<file path="src/rtl/core/assert_macros.svh">
// ---------------------------------------------------------------------------
// assert_macros.svh
// Concurrent assertion shorthands used by the RTL.
// ---------------------------------------------------------------------------
`ifndef ASSERT_MACROS_SVH
`define ASSERT_MACROS_SVH

// Checked on every rising edge outside reset.
`define BMT_ASSERT(name, clk, rst_n, prop, msg) \
    name: assert property (@(posedge clk) disable iff (!rst_n) (prop)) else $error(msg);

// Checked on every rising edge, reset included.
`define BMT_ASSERT_ALWAYS(name, clk, prop, msg) \
    name: assert property (@(posedge clk) (prop)) else $error(msg);

`endif

</file>
<file path="src/rtl/core/bmt_pkg.sv">
// ---------------------------------------------------------------------------
// bmt_pkg
// Types, constants and helpers of the 128 x 128 bit matrix transpose store.
// ---------------------------------------------------------------------------
package bmt_pkg;

    localparam int ROWS   = 128;
    localparam int ADDR_W = 7;
    localparam int HALF_W = 64;
    localparam int ROW_W  = 2 * HALF_W;
    localparam int PAIR_W = ADDR_W - 1;
    localparam int STG_W  = 3;

    localparam logic [STG_W-1:0]  LAST_STAGE = STG_W'(ADDR_W - 1);
    localparam logic [PAIR_W-1:0] LAST_PAIR  = '1;

    localparam logic [1:0] OP_WRITE     = 2'd0;
    localparam logic [1:0] OP_TRANSPOSE = 2'd1;
    localparam logic [1:0] OP_READ      = 2'd2;

    typedef struct packed {
        logic [1:0]        op;
        logic [ADDR_W-1:0] row_index;
        logic [HALF_W-1:0] in_low;
        logic [HALF_W-1:0] in_high;
    } cmd_t;

    typedef struct packed {
        logic [HALF_W-1:0] out_low;
        logic [HALF_W-1:0] out_high;
    } rsp_t;

    typedef enum logic [1:0] {
        ST_IDLE,
        ST_RD,
        ST_WA,
        ST_WB
    } state_t;

    typedef enum logic [1:0] {
        WSEL_CMD,
        WSEL_NEW_A,
        WSEL_NEW_B
    } wsel_t;

    typedef struct packed {
        logic              busy;
        logic              rsp_pending;
        logic              rd_en;
        logic [ADDR_W-1:0] rd_addr_a;
        logic [ADDR_W-1:0] rd_addr_b;
        logic              wr_en;
        logic [ADDR_W-1:0] wr_addr;
        wsel_t             wr_sel;
        logic [STG_W-1:0]  stage;
    } ctrl_t;

    // Bits whose index has the stage bit clear.
    function automatic logic [ROW_W-1:0] swap_mask(input logic [STG_W-1:0] stage);
        logic [ROW_W-1:0] m;
        for (int i = 0; i < ROW_W; i++)
        begin
            m[i] = (((i >> stage) & 1) == 0);
        end
        return m;
    endfunction

endpackage

</file>
<file path="src/rtl/core/bmt_ctrl.sv">
// ---------------------------------------------------------------------------
// bmt_ctrl
// Command decode and transpose sequencer: 7 stages of 64 row-pair swaps.
// ---------------------------------------------------------------------------
module bmt_ctrl
(
    input  logic            clk,
    input  logic            rst_n,
    input  logic            start,
    input  bmt_pkg::cmd_t   cmd,
    output bmt_pkg::ctrl_t  ctl
);

    bmt_pkg::state_t                state_reg, state_next;
    logic [bmt_pkg::STG_W-1:0]      stage_reg, stage_next;
    logic [bmt_pkg::PAIR_W-1:0]     pair_reg, pair_next;
    logic                           rsp_pending_reg, rsp_pending_next;
    logic                           accept;
    logic                           last_pair;
    logic [bmt_pkg::ADDR_W-1:0]     pair_ext;
    logic [bmt_pkg::ADDR_W-1:0]     low_mask;
    logic [bmt_pkg::ADDR_W-1:0]     row_a;
    logic [bmt_pkg::ADDR_W-1:0]     row_b;

    assign accept    = start && (state_reg == bmt_pkg::ST_IDLE);
    assign last_pair = (pair_reg == bmt_pkg::LAST_PAIR);

    // Insert a zero at the stage bit of the pair count.
    always_comb
    begin
        pair_ext = {1'b0, pair_reg};
        low_mask = (bmt_pkg::ADDR_W'(1) << stage_reg) - bmt_pkg::ADDR_W'(1);
        row_a    = ((pair_ext & ~low_mask) << 1) | (pair_ext & low_mask);
        row_b    = row_a | (bmt_pkg::ADDR_W'(1) << stage_reg);
    end

    always_comb
    begin
        state_next       = state_reg;
        stage_next       = stage_reg;
        pair_next        = pair_reg;
        rsp_pending_next = accept && (cmd.op == bmt_pkg::OP_READ);
        unique case (state_reg)
            bmt_pkg::ST_IDLE:
            begin
                if (accept && (cmd.op == bmt_pkg::OP_TRANSPOSE))
                begin
                    state_next = bmt_pkg::ST_RD;
                    stage_next = '0;
                    pair_next  = '0;
                end
            end
            bmt_pkg::ST_RD:
            begin
                state_next = bmt_pkg::ST_WA;
            end
            bmt_pkg::ST_WA:
            begin
                state_next = bmt_pkg::ST_WB;
            end
            bmt_pkg::ST_WB:
            begin
                pair_next = pair_reg + 1'b1;
                if (last_pair)
                begin
                    stage_next = stage_reg + 1'b1;
                end
                if (last_pair && (stage_reg == bmt_pkg::LAST_STAGE))
                begin
                    state_next = bmt_pkg::ST_IDLE;
                end
                else
                begin
                    state_next = bmt_pkg::ST_RD;
                end
            end
            default:
            begin
                state_next = bmt_pkg::ST_IDLE;
            end
        endcase
    end

    always_comb
    begin
        ctl             = '0;
        ctl.busy        = (state_reg != bmt_pkg::ST_IDLE);
        ctl.rsp_pending = rsp_pending_reg;
        ctl.stage       = stage_reg;
        ctl.wr_sel      = bmt_pkg::WSEL_CMD;
        unique case (state_reg)
            bmt_pkg::ST_IDLE:
            begin
                ctl.rd_en     = accept && (cmd.op == bmt_pkg::OP_READ);
                ctl.rd_addr_a = cmd.row_index;
                ctl.rd_addr_b = cmd.row_index;
                ctl.wr_en     = accept && (cmd.op == bmt_pkg::OP_WRITE);
                ctl.wr_addr   = cmd.row_index;
            end
            bmt_pkg::ST_RD:
            begin
                ctl.rd_en     = 1'b1;
                ctl.rd_addr_a = row_a;
                ctl.rd_addr_b = row_b;
            end
            bmt_pkg::ST_WA:
            begin
                ctl.wr_en   = 1'b1;
                ctl.wr_addr = row_a;
                ctl.wr_sel  = bmt_pkg::WSEL_NEW_A;
            end
            bmt_pkg::ST_WB:
            begin
                ctl.wr_en   = 1'b1;
                ctl.wr_addr = row_b;
                ctl.wr_sel  = bmt_pkg::WSEL_NEW_B;
            end
            default:
            begin
                ctl.wr_en = 1'b0;
            end
        endcase
    end

    always_ff @(posedge clk or negedge rst_n)
    begin
        if (!rst_n)
        begin
            state_reg       <= bmt_pkg::ST_IDLE;
            stage_reg       <= '0;
            pair_reg        <= '0;
            rsp_pending_reg <= 1'b0;
        end
        else
        begin
            state_reg       <= state_next;
            stage_reg       <= stage_next;
            pair_reg        <= pair_next;
            rsp_pending_reg <= rsp_pending_next;
        end
    end

endmodule
</file>
<file path="config.mk">
export PLATFORM = sky130hd
export DESIGN_NAME = bmt_ctrl
export DESIGN_NICKNAME = d
export VERILOG_FILES = /design/src/rtl/core/assert_macros.svh /design/src/rtl/core/bmt_pkg.sv /design/src/rtl/core/bmt_ctrl.sv
export SDC_FILE = /design/constraint.sdc
export NUM_CORES = 1
export LEC_CHECK = 0
export ABC_AREA = 0
export BUFFER_PORTS_ARGS = -buffer_cell sky130_fd_sc_hd__buf_2
export CAP_MARGIN = 20
export CELL_PAD_IN_SITES_DETAIL_PLACEMENT = 0
export CELL_PAD_IN_SITES_GLOBAL_PLACEMENT = 2
export CORE_ASPECT_RATIO = 1.75
export CORE_MARGIN = 2
export CORE_UTILIZATION = 13
export DETAILED_ROUTE_END_ITERATION = 10
export GPL_TIMING_DRIVEN = 0
export PLACE_DENSITY = 0.87
export SLEW_MARGIN = 15
export SYNTH_ARGS = -nofsm -noshare
export SYNTH_HDL_FRONTEND = slang
export SYNTH_SLANG_ARGS = --single-unit
</file>
<file path="constraint.sdc">
create_clock -name clk -period 2.5 [get_ports clk]
set_input_delay 0.5 -clock clk [delete_from_list [all_inputs] [get_ports clk]]
set_output_delay 0.5 -clock clk [all_outputs]
set_load 0.02 [all_outputs]
</file>
Word level (Yosys, flattened, before mapping)
Cells that the tools add are included.
{"block": "op_classes", "add_sub_neg": 3, "n_eq_ne": 9, "shift": 1, "n_mux": 11, "bitwise": 5, "n_reduce_logical": 11}
{"cell": "$pmux 15 s2", "n": 1}
{"cell": "$pmux 8 s3", "n": 1}
{"cell": "$or 7x7->7", "n": 2}
{"cell": "$pmux 6 s2", "n": 1}
{"cell": "$pmux 2 s4", "n": 1}
{"cell": "$and 6x7->7", "n": 1}
{"cell": "$shl 1x3->7 const A", "n": 1}
{"cell": "$sub 7x2->7 const B", "n": 1}
{"cell": "$add 6x1->6 const B", "n": 1}
{"cell": "$and 6x6->6", "n": 1}
{"cell": "$eq 2x2->1 const B", "n": 3}
{"cell": "$eq 6x6->1 const B", "n": 1}
{"cell": "$mux 3", "n": 2}
{"cell": "$mux 6", "n": 1}
{"cell": "$not 6->6", "n": 1}
{"cell": "$pmux 3 s2", "n": 1}
{"cell": "$logic_and 1x1->1", "n": 5}
{"cell": "$eq 2x1->1 const B", "n": 2}
{"cell": "$logic_not 2->1", "n": 2}
{"cell": "$pmux 2 s2", "n": 1}
{"cell": "$reduce_bool 2->1", "n": 2}
{"cell": "$add 3x1->3 const B", "n": 1}
{"cell": "$eq 3x3->1 const B", "n": 1}
{"cell": "$reduce_and 3->1", "n": 1}
{"cell": "other kinds (5)", "n": 5}
{"block": "word_totals", "register_bits": 12, "input_bits": 140, "out_inout_bits": 30, "wordCells": 44}

Logic depth before layout (Yosys ltp)
Gate-level depths: netlist (run 1).
{"block": "depth", "depth_word": 7, "depth_mapped": 9}

Least setup slack after synthesis (run 1)
OpenSTA, ideal clock, no wires.
{"block": "synth_timing", "path_type": "register to output", "startpoint": "reg stage_reg[0] (netlist bit)", "endpoint": "out ctl[8] (netlist bit)", "t_arrival_ns": 2.361, "required_ns": 2.000, "slack_ns": -0.361, "path_stages_with_launch": 10, "path_buffers": 0, "cell_sequence": "dfrtp_1 > inv_1 > ha_1 > nor2b_1 > inv_1 > ha_1 > nand2b_1 > mux2i_1 > a31oi_1 > a221oi_1"}
{"item": "start, declared", "line": "bmt_ctrl.sv:15", "text": "logic [bmt_pkg::STG_W-1:0] stage_reg, stage_next;"}
{"item": "start signal, assigned", "line": "bmt_ctrl.sv:137", "text": "stage_reg <= stage_next;"}
{"item": "end, declared", "line": "bmt_ctrl.sv:11", "text": "output bmt_pkg::ctrl_t ctl"}

==> results of run 1 <==
-- stage by stage --
stage	TNS (ns)	instance area (µm²)
2_1_floorplan	-0.02457	1534
3_3_place_gp	-4.729	1902
3_5_place_dp	-5.404	1902
4_1_cts	-2.135	2242
5_1_grt	-3.489	2510
6_report	-2.064	2510
-- synthesized netlist by cell type (2+ instances only) --
master / n / area [µm²]
nand2_1: 24 / 90.09
o21ai_0: 22 / 110.1
dfrtp_1: 12 / 300.3
ha_1: 12 / 150.1
inv_1: 11 / 41.29
a21oi_1: 9 / 45.04
clkbuf_1: 8 / 30.03
nor2_1: 8 / 30.03
nand3_1: 7 / 35.03
nor2b_1: 7 / 43.79
a31oi_1: 6 / 37.54
a221oi_1: 5 / 43.79
a22oi_1: 4 / 30.03
mux2i_1: 4 / 40.04
nor3b_1: 4 / 30.03
and2_1: 3 / 18.77
nand2b_1: 3 / 18.77
nor3_1: 3 / 15.01
a21o_1: 2 / 15.01
a22o_1: 2 / 17.52
a32oi_1: 2 / 17.52
a41oi_1: 2 / 17.52
and3_1: 2 / 12.51
buf_2: 2 / 10.01
o21a_1: 2 / 15.01
o22ai_1: 2 / 12.51
o311ai_0: 2 / 17.52
or3_1: 2 / 12.51
xnor2_1: 2 / 17.52
-- metal layers --
layer,global-route usage,part of all wire,wire [µm]
met4,0.03820,0.031,187
met3,0.01792,0.053,320
met1,0.09037,0.36,2162
met5,0,0,0
met2,0.1882,0.56,3365
-- power by group --
part / switching (mW) / internal, mW / leakage (nW)
sequential: 0 / 0.195 / 0.135
combinational: 0.0137 / 0.00919 / 0.805
clock: 0.0864 / 0.215 / 0.0382
total: 0.100 / 0.419 / 0.978
-- worst paths after layout --
path                                    from               to  slack (ns)  cells past startpoint
max in group asynchronous              rst_n     stage_reg[1]        2.04                      1
min in group clk                    cmd[135]  rsp_pending_reg        0.49                      2
worst max-delay path            stage_reg[0]          ctl[18]       -0.25                     10
worst min-delay path                   rst_n  rsp_pending_reg        0.17                      1
worst max register to register  state_reg[0]     stage_reg[2]        0.64                      6
worst min register to register  state_reg[0]     state_reg[0]        0.68                      2
-- kinds of logic (layout without fill, tap and decap cells) --
logic type / Yosys count / in the layout / share of synthesized area
simple gates: 70 / 70 / 0.2502
flops: 12 / 12 / 0.2085
buf+inv: 25 / 89 / 0.07558
compound gates: 69 / 69 / 0.3215
mux: 4 / 4 / 0.02780
fa+ha+maj: 12 / 12 / 0.1043
xor+xnor: 2 / 2 / 0.01217
-- timing repair --
| action | in CTS | in global routing |
|---|---|---|
| pin swaps | 14 | 19 |
| setup buffers | 9 | 10 |
| resized for setup | 55 | 42 |
| setup endpoints to repair | 22 | 21 |
| gates cloned | 0 | 0 |
-- critical path, cell delays in order, from the launching register on --
cell and delay, ns:
dfrtp_2 0.44, buf_6 0.13, ha_4 0.15, nor2b_4 0.13, inv_2 0.06, ha_4 0.14, nor2b_4 0.18, nand3_2 0.12
a222oi_1 0.44, o21ai_2 0.09, buf_6 0.14
-- final cells by class --
cell class                      count  share of cell area
Buffer                             14             0.03689
Clock buffer                        4             0.03141
Inverter                           11             0.01844
Multi-Input combinational cell    157              0.5464
Sequential cell                    12              0.1211
Tap cell                          130             0.06481
Timing Repair Buffer               60              0.1810
==> flow_metrics.env, run 1 <==
export IMPL_num_vias=1799
export IMPL_worst_slew_pin_slew_ns=0.5396
export IMPL_cts_root_buffer="clkbuf_16"
export IMPL_failed_checks="setup timing"
export IMPL_die_w_um=83.56
export IMPL_hold_viol=0
export IMPL_critPathCaptureType="output pin"
export IMPL_place_inst=365
export IMPL_arrival_ns=2.25
export IMPL_cts_buffers=3
export IMPL_postLayoutCoreUtil=0.2333
export IMPL_power_leakage_nw=0.9778
export IMPL_post_dp_hpwl_mm=4.374
export IMPL_postRouteAntennaNets=0
export IMPL_setup_viol=15
export IMPL_drv_slew=0
export IMPL_grt_ovfl_total=0
export IMPL_layout_common_cells="buf_4 (25), buf_2 (25), nand2_1 (24), o21ai_0 (14), buf_6 (13)"
export IMPL_final_layout_size_suffix_gt1_frac=0.4884
export IMPL_routabilityCongestion=0.7949
export IMPL_setup_ws_ns=-0.2549
export IMPL_syn_area_per_cell_um2=7.423
export IMPL_cts_tree="done"
export IMPL_status="complete, but fails checks"
export IMPL_grt_pass1_vias=1695
export IMPL_post_place_ws_ns=-0.3688
export IMPL_cts_clk_slew_worst_paths_ns=0.05
export IMPL_skew_ns=0.006449
export IMPL_critPathKind="flop to output pin"
export IMPL_syn2layout_area_growth_pct=74.28
export IMPL_htreeDepth=1
export IMPL_regArea_um2=304.0
export IMPL_layout_cells_non_filler=388
export IMPL_cts_hold_buffers=0
export IMPL_yosysSeqAreaShare=0.2085
export IMPL_critPathRequiredTime_ns=2.00
export IMPL_synth_edf_count=0
export IMPL_cap_viol_max_count=0
export IMPL_gr_usage_all_layers=0.09332
export IMPL_fin_nets=411
export IMPL_multi_input_area_mm2=0.001371
export IMPL_total_power_mw=0.5191
export IMPL_grt_start_max_net_pins=13
export IMPL_synth_fp_nets=346
export IMPL_start_util=0.1338
export IMPL_vdd_drop_max_mv=0.1662
export IMPL_crit_path_start_kind="flop"
export IMPL_async_flop_share=1.000
export IMPL_rsz0062_at_grt="true"
export IMPL_synth_ff_type="dfrtp_1"
export IMPL_core_mm2=0.01076
export IMPL_via_per_inst=4.637
export IMPL_clk_latency_ns=0.24
export IMPL_slew_headroom=0.6403
export IMPL_die_h_um=143.2
export IMPL_drc=0
export IMPL_synth_cell_types=49
export IMPL_io_buffers=41
export IMPL_min_period_over_period=1.102
export IMPL_syn_area_mm2=0.001440
export IMPL_largest_reg_flops=6
export IMPL_cts_buffer_depth=2
export IMPL_clock_sinks=12
export IMPL_ys_warn_count=0
export IMPL_hold_path_class="input port to asynchronous set/reset pin"
export IMPL_ioPinCount=170
export IMPL_power_density_mw_per_mm2=206.8
export IMPL_worstPathMaxFanout=4
export IMPL_grt_pass1_wl_mm=8.873
export IMPL_fillCellCount=1172
export IMPL_antenna_found_initial=0
export IMPL_wl_per_cell_um=15.55
export IMPL_die_area_mm2=0.01197
export IMPL_dr_pass1_iters=5
export IMPL_netlist_instances=194
export IMPL_rows=50
export IMPL_wl_mm=6.035
export IMPL_ys_ff_latch=12
export IMPL_holdWs_ns=0.1686
export IMPL_drtIter0Drc=112
export IMPL_min_period_ns=2.755
export IMPL_fmax_mhz=363.0
export IMPL_antennaDiodeCount=0
No activity file was read; power rests on OpenSTA's default activity.
==> inputs of run 2 (changes only) <==
--- a/config.mk
+++ b/config.mk
@@ -16,6 +16,7 @@
 export DETAILED_ROUTE_END_ITERATION = 10
 export GPL_TIMING_DRIVEN = 0
 export PLACE_DENSITY = 0.87
+export REMOVE_ABC_BUFFERS = 1
 export SLEW_MARGIN = 15
 export SYNTH_ARGS = -nofsm -noshare
 export SYNTH_HDL_FRONTEND = slang
==> flow_metrics.env, run 2 (synthesized netlist as in run 1, its figures left out) <==
export IMPL_die_h_um=143.2
export IMPL_start_util=0.1338
export IMPL_critPathRequiredTime_ns=2.00
export IMPL_via_per_inst=4.595
export IMPL_startpoint="stage_reg[0]"
export IMPL_setup_viol=16
export IMPL_grt_start_max_net_pins=31
export IMPL_cts_root_buffer="clkbuf_16"
export IMPL_htreeDepth=1
export IMPL_rsz0062_at_grt="true"
export IMPL_gr_usage_all_layers=0.08868
export IMPL_slew_headroom=0.6107
export IMPL_clk_latency_ns=0.24
export IMPL_fin_nets=404
export IMPL_cts_tree="done"
export IMPL_postRouteAntennaNets=0
export IMPL_setup_tns_final_ns=-2.715
export IMPL_io_buffers=41
export IMPL_rr_startpoint="state_reg[0]"
export IMPL_crit_family="compound AO/OA/AOI/OAI gates"
export IMPL_drtIter0Drc=122
export IMPL_final_common_cell="buf_4"
export IMPL_cap_viol_max_count=0
export IMPL_crit_path_start_kind="flop"
export IMPL_routabilityCongestion=0.7122
export IMPL_worstPathMaxFanout=5
export IMPL_fmax_mhz=363.3
export IMPL_hold_path_class="input port to asynchronous set/reset pin"
export IMPL_clock_sinks=12
export IMPL_holdWs_ns=0.1613
export IMPL_crit_chain="buf_4 > ha_4 > ha_4 > nor3b_4 > buf_4 > a2111oi_4 > o21ai_1 > a31oi_1 > buf_2"
export IMPL_drv_slew=0
export IMPL_wl_mm=5.618
export IMPL_post_place_ws_ns=-0.6710
export IMPL_critPathCaptureType="output pin"
export IMPL_skew_ns=0.003062
export IMPL_hold_viol=0
export IMPL_layout_common_cells="buf_4 (31), buf_2 (28), nand2_1 (22), o21ai_0 (15)"
export IMPL_post_dp_hpwl_mm=3.689
export IMPL_dr_pass1_iters=4
export IMPL_min_period_over_period=1.101
export IMPL_syn2layout_area_growth_pct=64.21
export IMPL_crit_buf_inv=3
export IMPL_cts_clk_slew_worst_paths_ns=0.05
export IMPL_vdd_drop_max_mv=0.1495
export IMPL_critPathKind="flop to output pin"
export IMPL_worst_slew_pin_slew_ns=0.5840
export IMPL_cts_buffers=3
export IMPL_die_w_um=83.56
export IMPL_min_period_ns=2.752
export IMPL_grt_ovfl_total=0
export IMPL_power_leakage_nw=0.9159
export IMPL_path_depth=9
export IMPL_wl_per_cell_um=14.78
export IMPL_die_area_mm2=0.01197
export IMPL_num_vias=1746
export IMPL_status="complete, but fails checks"
export IMPL_antennaDiodeCount=0
export IMPL_rows=50
export IMPL_reg2regPathDepth=7
export IMPL_drc=0
export IMPL_power_density_mw_per_mm2=215.5
export IMPL_grt_pass1_wl_mm=8.680
export IMPL_cts_buffer_depth=2
export IMPL_core_mm2=0.01076
export IMPL_grt_pass1_vias=1775
export IMPL_crit_slowest_cell="dfrtp_2"
export IMPL_final_layout_size_suffix_gt1_frac=0.4640
export IMPL_arrival_ns=2.25
export IMPL_largest_reg_flops=6
export IMPL_ioPinCount=170
export IMPL_setup_ws_ns=-0.2523
export IMPL_failed_checks="setup timing"
export IMPL_slowest_delay_ns=0.45
export IMPL_antenna_found_initial=0
run 2: cell count changes in the layout (fill, tap and decap cells not counted), sizes merged:
cell    change
buf         +1
clkbuf      -9
run 2: per-stage QoR:
stage	power [mW]	instances	utilization	cell area (µm²)
6_report	0.5097	380	0.2198	2365
5_1_grt	0.5307	380	0.2198	2365
4_1_cts	0.5162	375	0.2062	2218
3_5_place_dp	0.2207	351	0.1617	1740
3_3_place_gp	0.2202	351	0.1617	1740
2_1_floorplan	0.2026	180	-	1373
run 2: path summary, 6_finish.rpt:
check	end	slack [ns]
setup / recovery	ctl[11]	-0.25
min in group clk	rsp_pending_reg	0.49
hold reg to reg	pair_reg[1]	0.67
max in group asynchronous	stage_reg[2]	2.05
hold / removal	rsp_pending_reg	0.16
setup reg to reg	stage_reg[0]	0.34
run 2: where the power goes:
part	total, mW	internal [mW]	switching, mW
Clock	0.293	0.209	0.0839
Sequential	0.195	0.195	0
Combinational	0.0224	0.00879	0.0136
Total	0.510	0.412	0.0975
run 2: final cells by class:
cell class              instances  area, µm²
clock buffers                   3      75.07
inverters                      11      43.79
flip-flops and latches         12      306.5
multi-input cells             157       1305
repair buffers                 67      471.7
well taps                     130      162.7
fillers                      1197       8396
run 2: per-layer routing:
metal | routed length [µm] | global-route usage | vias up
li1 | - | - | 829
met1 | 2137 | 0.09779 | 845
met2 | 2888 | 0.1629 | 56
met3 | 367 | 0.01445 | 16
met4 | 225 | 0.04329 | 0
met5 | 0 | 0 | -
run 2: worst register-to-register path, cell delays in order, from the launching register on:
cell,delay (ns)
dfrtp_1,0.40
inv_1,0.18
ha_4,0.29
buf_4,0.24
inv_1,0.15
nor2_1,0.35
nor3_1,0.15
a221oi_1,0.29
run 2: timing repair:
item / 4_1_cts / 5_1_grt
gates resized for setup: 61 / 25
setup buffers: 21 / 5
pin swaps: 15 / 15
hold buffers: 0 / 0
setup endpoints to repair: 25 / 20
